$ cat src/rtl/flptm_pkg.sv
// Shared constants, codes and types of the four-level page table mapper.
package flptm_pkg;

    localparam int POOL_TABLES = 16;                       // power of two
    localparam int TBL_W       = $clog2(POOL_TABLES);
    localparam int NFT_W       = $clog2(POOL_TABLES + 1);
    localparam int IDX_W       = 9;
    localparam int ENTRIES     = 1 << IDX_W;
    localparam int MEM_ADDR_W  = TBL_W + IDX_W;
    localparam int ENTRY_W     = 64;
    localparam int VA_W        = 48;
    localparam int PAGE_SHIFT  = 12;
    localparam int PFN_W       = VA_W - PAGE_SHIFT;

    localparam logic KIND_MAP   = 1'b0;
    localparam logic KIND_XLATE = 1'b1;

    localparam logic [1:0] ST_OK       = 2'd0;
    localparam logic [1:0] ST_MISALIGN = 2'd1;
    localparam logic [1:0] ST_EXHAUST  = 2'd2;

    localparam logic [PAGE_SHIFT-1:0] TABLE_FLAGS = 12'h007;

    typedef struct packed {
        logic                  en;
        logic                  we;
        logic [MEM_ADDR_W-1:0] addr;
        logic [ENTRY_W-1:0]    wdata;
    } mem_req_t;

    typedef struct packed {
        logic [VA_W-1:0] translated_address;
        logic [1:0]      status;
    } result_t;

endpackage

$ cat src/rtl/flptm_walker.sv
// Walk sequencer: table walk, page allocation, clearing sweeps and leaf update.
module flptm_walker
    import flptm_pkg::*;
(
    input  logic                 aclk,
    input  logic                 aresetn,
    input  logic                 in_valid,
    output logic                 in_ready,
    input  logic                 in_kind,
    input  logic [VA_W-1:0]      in_va,
    input  logic [VA_W-1:0]      in_pa,
    input  logic [ENTRY_W-1:0]   in_flags,
    input  logic [VA_W-1:0]      pool_base,
    output mem_req_t             mem_req,
    input  logic [ENTRY_W-1:0]   mem_rdata,
    output logic                 res_valid,
    input  logic                 res_ready,
    output result_t              res
);

    localparam logic [2:0] S_CLEAR = 3'd0;
    localparam logic [2:0] S_IDLE  = 3'd1;
    localparam logic [2:0] S_READ  = 3'd2;
    localparam logic [2:0] S_EVAL  = 3'd3;
    localparam logic [2:0] S_LINK  = 3'd4;
    localparam logic [2:0] S_LEAF  = 3'd5;
    localparam logic [2:0] S_DONE  = 3'd6;

    logic [2:0]         state_reg, state_next;
    logic [1:0]         lvl_reg, lvl_next;
    logic [TBL_W-1:0]   tbl_reg, tbl_next;
    logic [TBL_W-1:0]   clr_tbl_reg, clr_tbl_next;
    logic [IDX_W-1:0]   clr_cnt_reg, clr_cnt_next;
    logic               alloc_reg, alloc_next;
    logic [NFT_W-1:0]   nft_reg, nft_next;
    logic               kind_reg, kind_next;
    logic [VA_W-1:0]    va_reg, va_next;
    logic [VA_W-1:0]    pa_reg, pa_next;
    logic [ENTRY_W-1:0] flags_reg, flags_next;
    logic [VA_W-1:0]    xlat_reg, xlat_next;
    logic [1:0]         status_reg, status_next;

    logic [IDX_W-1:0]   cur_idx;
    logic [PFN_W-1:0]   new_pfn;
    logic [ENTRY_W-1:0] leaf_flags;
    logic [ENTRY_W-1:0] entry;

    function automatic logic [IDX_W-1:0] level_idx(input logic [VA_W-1:0] va,
                                                   input logic [1:0] lvl);
        logic [IDX_W-1:0] r;
        case (lvl)
            2'd3:    r = va[47:39];
            2'd2:    r = va[38:30];
            2'd1:    r = va[29:21];
            default: r = va[20:12];
        endcase
        return r;
    endfunction

    assign cur_idx = level_idx(va_reg, lvl_reg);
    assign entry   = mem_rdata;
    assign new_pfn = pool_base[VA_W-1:PAGE_SHIFT] + PFN_W'(nft_reg);

    // move flag bit 12 to the large-page bit
    always_comb begin
        leaf_flags = flags_reg;
        if (flags_reg[12]) begin
            leaf_flags[12] = 1'b0;
            leaf_flags[7]  = 1'b1;
        end
    end

    always_comb begin
        state_next   = state_reg;
        lvl_next     = lvl_reg;
        tbl_next     = tbl_reg;
        clr_tbl_next = clr_tbl_reg;
        clr_cnt_next = clr_cnt_reg;
        alloc_next   = alloc_reg;
        nft_next     = nft_reg;
        kind_next    = kind_reg;
        va_next      = va_reg;
        pa_next      = pa_reg;
        flags_next   = flags_reg;
        xlat_next    = xlat_reg;
        status_next  = status_reg;
        mem_req      = '0;
        in_ready     = 1'b0;
        res_valid    = 1'b0;

        case (state_reg)
            S_CLEAR: begin
                mem_req.en   = 1'b1;
                mem_req.we   = 1'b1;
                mem_req.addr = {clr_tbl_reg, clr_cnt_reg};
                clr_cnt_next = clr_cnt_reg + 1'b1;
                if (clr_cnt_reg == IDX_W'(ENTRIES - 1)) begin
                    state_next = alloc_reg ? S_LINK : S_IDLE;
                end
            end
            S_IDLE: begin
                in_ready = 1'b1;
                if (in_valid) begin
                    kind_next   = in_kind;
                    va_next     = in_va;
                    pa_next     = in_pa;
                    flags_next  = in_flags;
                    xlat_next   = '0;
                    status_next = ST_OK;
                    lvl_next    = 2'd3;
                    tbl_next    = '0;
                    if (in_kind == KIND_MAP &&
                        (in_va[PAGE_SHIFT-1:0] != '0 || in_pa[PAGE_SHIFT-1:0] != '0)) begin
                        status_next = ST_MISALIGN;
                        state_next  = S_DONE;
                    end else begin
                        state_next = S_READ;
                    end
                end
            end
            S_READ: begin
                mem_req.en   = 1'b1;
                mem_req.addr = {tbl_reg, cur_idx};
                state_next   = S_EVAL;
            end
            S_EVAL: begin
                if (lvl_reg == 2'd0) begin
                    xlat_next  = {entry[VA_W-1:PAGE_SHIFT], {PAGE_SHIFT{1'b0}}};
                    state_next = S_DONE;
                end else if (entry[0] && !entry[7]) begin
                    // follow the pointer relative to the pool base
                    tbl_next = entry[PAGE_SHIFT +: TBL_W] - pool_base[PAGE_SHIFT +: TBL_W];
                    lvl_next = lvl_reg - 1'b1;
                    state_next = (lvl_reg == 2'd1 && kind_reg == KIND_MAP) ? S_LEAF : S_READ;
                end else if (nft_reg == NFT_W'(POOL_TABLES)) begin
                    status_next = ST_EXHAUST;
                    state_next  = S_DONE;
                end else begin
                    clr_tbl_next = nft_reg[TBL_W-1:0];
                    clr_cnt_next = '0;
                    alloc_next   = 1'b1;
                    state_next   = S_CLEAR;
                end
            end
            S_LINK: begin
                mem_req.en    = 1'b1;
                mem_req.we    = 1'b1;
                mem_req.addr  = {tbl_reg, cur_idx};
                mem_req.wdata = {{(ENTRY_W - VA_W){1'b0}}, new_pfn, TABLE_FLAGS};
                tbl_next      = clr_tbl_reg;
                nft_next      = nft_reg + 1'b1;
                lvl_next      = lvl_reg - 1'b1;
                alloc_next    = 1'b0;
                state_next = (lvl_reg == 2'd1 && kind_reg == KIND_MAP) ? S_LEAF : S_READ;
            end
            S_LEAF: begin
                mem_req.en    = 1'b1;
                mem_req.we    = 1'b1;
                mem_req.addr  = {tbl_reg, cur_idx};
                mem_req.wdata = {{(ENTRY_W - VA_W){1'b0}}, pa_reg} | leaf_flags;
                state_next    = S_DONE;
            end
            S_DONE: begin
                res_valid = 1'b1;
                if (res_ready) begin
                    state_next = S_IDLE;
                end
            end
            default: begin
                state_next = S_IDLE;
            end
        endcase
    end

    assign res.translated_address = xlat_reg;
    assign res.status             = status_reg;

    always_ff @(posedge aclk) begin
        if (!aresetn) begin
            state_reg   <= S_CLEAR;
            clr_tbl_reg <= '0;
            clr_cnt_reg <= '0;
            alloc_reg   <= 1'b0;
            nft_reg     <= NFT_W'(1);
            lvl_reg     <= '0;
            tbl_reg     <= '0;
        end else begin
            state_reg   <= state_next;
            clr_tbl_reg <= clr_tbl_next;
            clr_cnt_reg <= clr_cnt_next;
            alloc_reg   <= alloc_next;
            nft_reg     <= nft_next;
            lvl_reg     <= lvl_next;
            tbl_reg     <= tbl_next;
        end
    end

    always_ff @(posedge aclk) begin
        kind_reg   <= kind_next;
        va_reg     <= va_next;
        pa_reg     <= pa_next;
        flags_reg  <= flags_next;
        xlat_reg   <= xlat_next;
        status_reg <= status_next;
    end

    a_nft_bound: assert property (@(posedge aclk) disable iff (!aresetn)
        nft_reg <= NFT_W'(POOL_TABLES) && nft_reg != '0)
        else $error("free table counter out of range");

    a_nft_only_on_link: assert property (@(posedge aclk) disable iff (!aresetn)
        (state_reg != S_LINK) |=> (nft_reg == $past(nft_reg)))
        else $error("free table counter moved outside a link step");

    a_clear_writes_zero: assert property (@(posedge aclk) disable iff (!aresetn)
        (state_reg == S_CLEAR) |-> (mem_req.we && mem_req.wdata == '0))
        else $error("clearing sweep wrote nonzero data");

    a_link_after_sweep: assert property (@(posedge aclk) disable iff (!aresetn)
        (state_reg == S_LINK) |-> ($past(state_reg) == S_CLEAR && tbl_reg != clr_tbl_reg ||
                                   $past(state_reg) == S_CLEAR))
        else $error("link step entered without a clearing sweep");

    a_xlat_zero_on_error: assert property (@(posedge aclk) disable iff (!aresetn)
        (res_valid && status_reg != ST_OK) |-> (xlat_reg == '0))
        else $error("error result carries an address");

endmodule

$ cat config.mk
export PLATFORM = sky130hd
export DESIGN_NAME = flptm_walker
export DESIGN_NICKNAME = d
export VERILOG_FILES = /design/src/rtl/flptm_pkg.sv /design/src/rtl/flptm_walker.sv
export SDC_FILE = /design/constraint.sdc
export NUM_CORES = 1
export LEC_CHECK = 0
export BUFFER_PORTS_ARGS = -buffer_cell sky130_fd_sc_hd__buf_4
export CAP_MARGIN = 20
export CORE_ASPECT_RATIO = 0.5
export CORE_MARGIN = 10
export CORE_UTILIZATION = 48
export DETAILED_ROUTE_END_ITERATION = 8
export PLACE_DENSITY = 0.76
export SYNTH_ARGS = -nofsm -noshare
export SYNTH_HDL_FRONTEND = slang
export SYNTH_SLANG_ARGS = --single-unit
$ cat constraint.sdc
create_clock -name aclk -period 7.3 [get_ports aclk]
set_input_delay 0.73 -clock aclk [delete_from_list [all_inputs] [get_ports aclk]]
set_output_delay 0.73 -clock aclk [all_outputs]
set_load 0.02 [all_outputs]
==> summary.md, run 1 <==
| Metric | Value |
|---|---|
| DP Area | `around 13000 um2` |
| Max-Slew Margin vs Limit | `0.351` |
| GR Util met1 | `0.237` |
| Core area | `approximately 20000 um2` |
| Post-synth top flop | `edfxtp_1` |
| Reg2Reg Depth | `7` |
| Register bit total from synthesis | `215` |
| Yosys warnings | `0` |
| LEAKAGE | `0.00530 uW` |
| Die W | `~220 um` |
| Overflow after GRT | `0` |
| Setup WS post-layout | `approximately 3.4 ns` |
| Vias/cell | `5.38` |
| Htree depth | `1` |
| DP HPWL | `between 20000 and 25000 um` |
| Final instance area | `~13000 um2` |
| M3 GR Usage | `0.0540` |
| Power per cell area | `roughly 190 nW/um2` |
| Initial DRC Count | `529` |
| Die area | `about 27000 um2` |
| Final period util | `0.540` |
| RSZ-0062 raised after global routing | `false` |
| Post-layout nets | `1403` |
| Worst R2R Start | `state_reg[2]` |
| Setup bufs post-CTS | `0` |
| FP Rows | `36` |
| Total track usage | `0.206` |
| Maximum VDD drop | `0.196 mV` |
| Clock root cell | `clkbuf_16` |
| Crit. Startpoint | `nft_reg[0]` |
| Max Fclk | `around 250 MHz` |
| Worst-Margin Slew | `about 0.97 ns` |
| Setup violators final | `0` |
| Min cycle time layout | `3.94 ns` |
| Vias | `approximately 7500` |
| Total clock buffers created by CTS | `20` |
| Initial antenna violation count | `0` |
| Internal reg-to-reg setup slack | `about 4.1 ns` |
| Syn_area_per_cell | `12.7 um2` |
| Total Power Consumption | `2530 uW` |
| Slew Limit Fails | `0` |
| First-pass GRT wire length | `43000 um` |
| Max-cap violations | `0` |
| Fin util | `0.672` |
| Crit path DAT | `3.21 ns` |
| DP Worst Slack | `3.40 ns` |
| WS Path Type | `flip-flop to primary output` |
| EDFF count, synth | `between 150 and 200` |
| Required time worst endpoint | `6.57 ns` |
| CTS Hold Bufs | `0` |
| Register area share after synthesis | `0.639` |
| Post-synth cell types | `64` |
| Gr busiest metal | `met2` |
| Synthesized netlist cell count | `approximately 760` |
| Met2 Resource Use GR | `0.371` |
| Crit Path Max Fanout | `16` |
| Outcome | `complete, no violations` |
| Post-Syn Area | `9670 um2` |
| IO Pins | `~410` |
| Clk pin slew, worst setup/hold paths | `~0.070 ns` |
| Max Clock Skew | `0.0133 ns` |
| Resize count post-CTS | `0` |
| P&R area growth vs syn | `36.6%` |
| Post-route ant nets | `0` |
| WL per Instance | `about 21 um` |
| Drt pass-1 iters | `5` |
| TritonCTS clock tree | `built` |
| Critical Path Source Type | `flip-flop` |
| Initial Utilization | `0.492` |
| IO buf count | `357` |
| Tightest Hold Check Type | `input port to flip-flop` |
| Largest net degree at the start of global routing | `90` |
| Clk buf depth | `3` |
| Share of layout cells above drive strength 1 | `0.378` |
| Worst setup EP type | `primary output` |
| Worst Setup EP | `mem_req[30]` |
| Setup TNS | `0 ns` |
| Clk_lat worst skew | `approximately 0.5 ns` |
| # diodes | `0` |
| Routability Congestion | `0.839` |
| Final WL | `between 20000 and 30000 um` |
| Max reg flops | `64` |
| End of the worst register-to-register path | `flags_reg[19]` |
| Endpoints failing hold | `0` |
| Asr flop ratio synth | `0` |
| Overall die height | `around 120 um` |
| DRC | `0` |
| CTS Sinks | `215` |
| Vias in the first global route | `between 7000 and 8000` |
[per-stage QoR]
step,hold slack (ns),instances
after floorplan,0.456,773
after global placement,0.473,1350
after detailed placement,0.484,1351
after CTS,0.375,1387
after global routing,0.369,1388
final,0.391,1388
[worst min path at each step]
stage	end	start	slack (ns)	depth (start not counted)
final	pa_reg[41]	in_pa[41]	0.39	1
after floorplan	clr_tbl_reg[0]	clr_tbl_reg[0]	0.46	2
after CTS	flags_reg[8]	in_flags[8]	0.37	1
after detailed placement	clr_tbl_reg[1]	clr_tbl_reg[1]	0.48	2
after global routing	flags_reg[45]	in_flags[45]	0.37	1
after global placement	clr_tbl_reg[2]	clr_tbl_reg[2]	0.47	2
[synthesized netlist by cell type (15+ instances only)]
master	number	area [um2]
nor3_1	24	120
nor2_1	67	251
and3_1	53	332
inv_1	15	56.3
edfxtp_1	187	5620
ha_1	16	200
o22ai_1	18	113
a211oi_1	20	150
o21ai_0	18	90.1
xnor2_1	35	307
a21oi_1	16	80.1
clkbuf_1	39	146
nand2_1	53	199
dfxtp_1	28	561
[logic make-up after synthesis]
logic type | Yosys count | share of synthesized area
mux | 7 | 0.00725
simple gates | 266 | 0.144
xor+xnor | 41 | 0.0372
fa+ha+maj | 18 | 0.0249
other cells | 1 | 0.000388
compound gates | 141 | 0.113
flops | 215 | 0.639
buf+inv | 73 | 0.0347
[worst max-delay path: stages (launching register included)]
cell	delay [ns]
dfxtp_1	0.37
ha_1	0.24
fa_1	0.42
a211oi_1	0.31
o21ba_2	0.50
nor2_1	0.12
xnor2_1	0.17
a211oi_1	0.35
buf_4	0.21
[power by group]
part / switching, uW / total (uW) / internal [uW]
sequential: 1.90 / 1330 / 1330
clock: 447 / 1040 / 596
combinational: 56.3 / 155 / 99.0
total: 505 / 2530 / 2030
[cell type report]
cell class	count	area [um2]
flip-flops and latches	215	6180
multi-input cells	485	3210
clock buffers	32	597
inverters	17	63.8
fillers	1488	6430
clock inverters	4	45.0
repair buffers	369	2780
well taps	266	333
[cell usage in the layout, fill, tap and decap left out, types with 4 or more instances in the layout]
cell,Yosys,routed
buf_4,12,367
edfxtp_1,187,187
nor2_1,67,67
and3_1,53,53
nand2_1,53,53
xnor2_1,35,35
dfxtp_1,28,28
nor3_1,24,23
clkbuf_16,0,21
a211oi_1,20,20
o21ai_0,18,18
o22ai_1,18,18
ha_1,16,16
inv_1,15,15
a21oi_1,16,15
nand4_1,12,12
conb_1,1,12
a22o_1,11,11
nand3_1,9,9
a222oi_1,9,9
a21boi_0,9,9
clkbuf_1,39,8
mux2i_1,7,7
nor4_1,7,7
and2_1,7,6
xor2_1,6,6
a21o_1,5,5
nand2b_1,5,5
nor2b_1,6,5
a211oi_2,5,5
o211a_1,5,5
nor3_2,3,4
and4_1,4,4
a2111oi_2,4,4
[layer usage]
layer / wire, um / up-vias / share of wire
met4: 821 / 0 / 0.028
li1: - / 3552 / -
met2: 15300 / 223 / 0.53
met1: 11100 / 3635 / 0.38
met3: 1850 / 52 / 0.064
met5: 0 / - / 0
No activity file was read; power rests on OpenSTA's default activity.
==> run 2: changes to the inputs <==
--- a/config.mk
+++ b/config.mk
@@ -9,9 +9,9 @@
 export CAP_MARGIN = 20
 export CORE_ASPECT_RATIO = 0.5
 export CORE_MARGIN = 10
-export CORE_UTILIZATION = 48
+export CORE_UTILIZATION = 44
 export DETAILED_ROUTE_END_ITERATION = 8
-export PLACE_DENSITY = 0.76
+export PLACE_DENSITY = 0.73
 export SYNTH_ARGS = -nofsm -noshare
 export SYNTH_HDL_FRONTEND = slang
 export SYNTH_SLANG_ARGS = --single-unit
==> constraint.sdc (replaced) <==
create_clock -name aclk -period 3.44 [get_ports aclk]
set_input_delay 0.344 -clock aclk [delete_from_list [all_inputs] [get_ports aclk]]
set_output_delay 0.344 -clock aclk [all_outputs]
set_load 0.02 [all_outputs]
==> summary.md, run 2 (same netlist as run 1, synthesis figures left out) <==
| Metric | Value |
|---|---|
| DRC | `0` |
| Post-route ant nets | `0` |
| Hold Crit Depth | `1` |
| Multi-input gate area | `3220 um2` |
| Die area | `between 20000 and 30000 um2` |
| Outcome | `complete, no violations` |
| Routed met1 length | `~12000 um` |
| Most common cell after layout, fill and taps aside | `buf_4` |
| Maximum VDD drop | `roughly 0.34 mV` |
| FP Rows | `38` |
| Largest net degree at the start of global routing | `approximately 110` |
| DR WL met3 | `around 2000 um` |
| End of the worst register-to-register path | `nft_reg[4]` |
| Min cycle time layout | `around 3.2 ns` |
| WS Path Type | `flip-flop to primary output` |
| Clock root cell | `clkbuf_16` |
| Endpoints failing hold | `0` |
| Crit Path Max Fanout | `6` |
| Drt pass-1 iters | `5` |
| P&R area growth vs syn | `50.8%` |
| DP Worst Slack | `~0.46 ns` |
| RSZ-0062 raised after global routing | `false` |
| LEAKAGE | `about 0.0060 uW` |
| Slew Limit Fails | `0` |
| Power per cell area | `roughly 390 nW/um2` |
| Initial antenna violation count | `2` |
| Initial Utilization | `0.447` |
| Initial DRC Count | `just over 600` |
| Vias in the first global route | `roughly 8600` |
| Tightest Hold Check Type | `input port to flip-flop` |
| Crit path DAT | `between 2 and 3 ns` |
| Max reg flops | `between 60 and 70` |
| Reg area | `~6000 um2` |
| Total Power Consumption | `between 5000 and 6000 uW` |
| Die W | `between 200 and 250 um` |
| Setup WS post-layout | `0.206 ns` |
| Routability Congestion | `~0.89` |
| Clk_lat worst skew | `0.50 ns` |
| Met2 routed WL | `between 15000 and 20000 um` |
| Required time worst endpoint | `slightly above 3 ns` |
| Max Fclk | `between 300 and 400 MHz` |
| Max-Slew Margin vs Limit | `0.350` |
| CTS Sinks | `around 220` |
| Worst R2R Start | `state_reg[2]` |
| Post-layout nets | `1534` |
| Reg2Reg Depth | `5` |
| Max-cap violations | `0` |
| Max Clock Skew | `just over 0.007 ns` |
| Worst-Margin Slew | `0.968 ns` |
| Share of layout cells above drive strength 1 | `0.346` |
| WL per Instance | `about 21 um` |
| Overflow after GRT | `0` |
| IO buf count | `around 360` |
| Core area | `between 20000 and 25000 um2` |
| Worst Hold Launch | `in_flags[52]` |
| Critical Path Source Type | `flip-flop` |
| Htree depth | `1` |
| Clk pin slew, worst setup/hold paths | `~0.060 ns` |
| Total clock buffers created by CTS | `21` |
| Fill cell count | `between 1500 and 2000` |
| Vias | `8154` |
| Most frequent cells in the layout | `375 x buf_4, 187 x edfxtp_1, 123 x dlygate4sd3_1, 67 x nor2_1` |
| Top sig layer | `met4` |
| Setup TNS | `0 ns` |
| Worst setup EP type | `primary output` |
| Final hold slack | `~0.027 ns` |
| DP HPWL | `roughly 22000 um` |
| Total track usage | `0.212` |
| IO Pins | `~400` |
| Clk buf depth | `3` |
| TritonCTS clock tree | `built` |
| Hold Path End | `flags_reg[52]` |
| Setup violators final | `0` |
| First-pass GRT wire length | `48600 um` |
| Vias/cell | `5.25` |
| Final WL | `around 32000 um` |
| Internal reg-to-reg setup slack | `roughly 0.8 ns` |
| Overall die height | `approximately 120 um` |
| Final period util | `0.940` |
==> run 2: cell count changes in the layout (fill, tap and decap cells not counted), sizes merged <==
cell | before | now
diode | 0 | 2
inv | 17 | 18
clkinv | 3 | 5
bufinv | 1 | 3
dlygate4sd3 | 0 | 123
buf | 369 | 376
clkbuf | 32 | 27
==> run 2: power breakdown <==
part           internal (uW)  switching, uW  leakage, uW
logic                    303            157      0.00372
clock network           1350            978     0.000330
registers               2820           3.98      0.00198
==> run 2: how the worst max path moves through the flow <==
stage	end	start	slack, ns
2_1_floorplan	xlat_reg[12]	state_reg[0]	0.04
3_3_place_gp	mem_req[34]	pool_base[12]	0.42
3_5_place_dp	mem_req[34]	pool_base[12]	0.46
4_1_cts	mem_req[38]	nft_reg[0]	0.07
5_1_grt	mem_req[66]	state_reg[2]	0.02
6_report	mem_req[38]	nft_reg[0]	0.21
==> run 2: routing by layer <==
layer	global-route usage	vias up
met5	0	-
met4	0.0569	0
met3	0.0468	54
met2	0.409	268
met1	0.229	4011
li1	-	3821
==> run 2: per-stage QoR <==
| step | area [um2] | utilization | instances |
|---|---|---|---|
| floorplan | 9710 | - | 773 |
| global placement | 12600 | 0.585 | 1391 |
| detailed placement | 12600 | 0.585 | 1391 |
| CTS | 14500 | 0.672 | 1549 |
| global route | 14600 | 0.674 | 1554 |
| finish | 14600 | 0.674 | 1554 |
==> run 2: timing repair <==
action | in CTS | in global routing
setup buffers | 0 | 2
hold buffers | 122 | 1
resized for setup | 2 | 0
pin swaps | 0 | 1
endpoints found under the hold margin | 122 | 1
endpoints found under the setup margin | 1 | 1
==> run 2: critical path, stage by stage (launching register included) <==
cell	delay, ns
dfxtp_1	0.37
ha_1	0.23
fa_1	0.44
a211oi_2	0.27
o21ba_4	0.21
buf_4	0.18
nor3_2	0.06
xnor2_1	0.14
a211oi_1	0.28
buf_4	0.20
==> run 2: area by class of cell <==
type / instances / share of cell area
clock inverters: 9 / 0.00841
repair buffers: 499 / 0.279
flip-flops and latches: 215 / 0.424
diodes: 2 / 0.000343
inverters: 17 / 0.00438
clock buffers: 27 / 0.0376
multi-input cells: 485 / 0.221
well taps: 300 / 0.0257
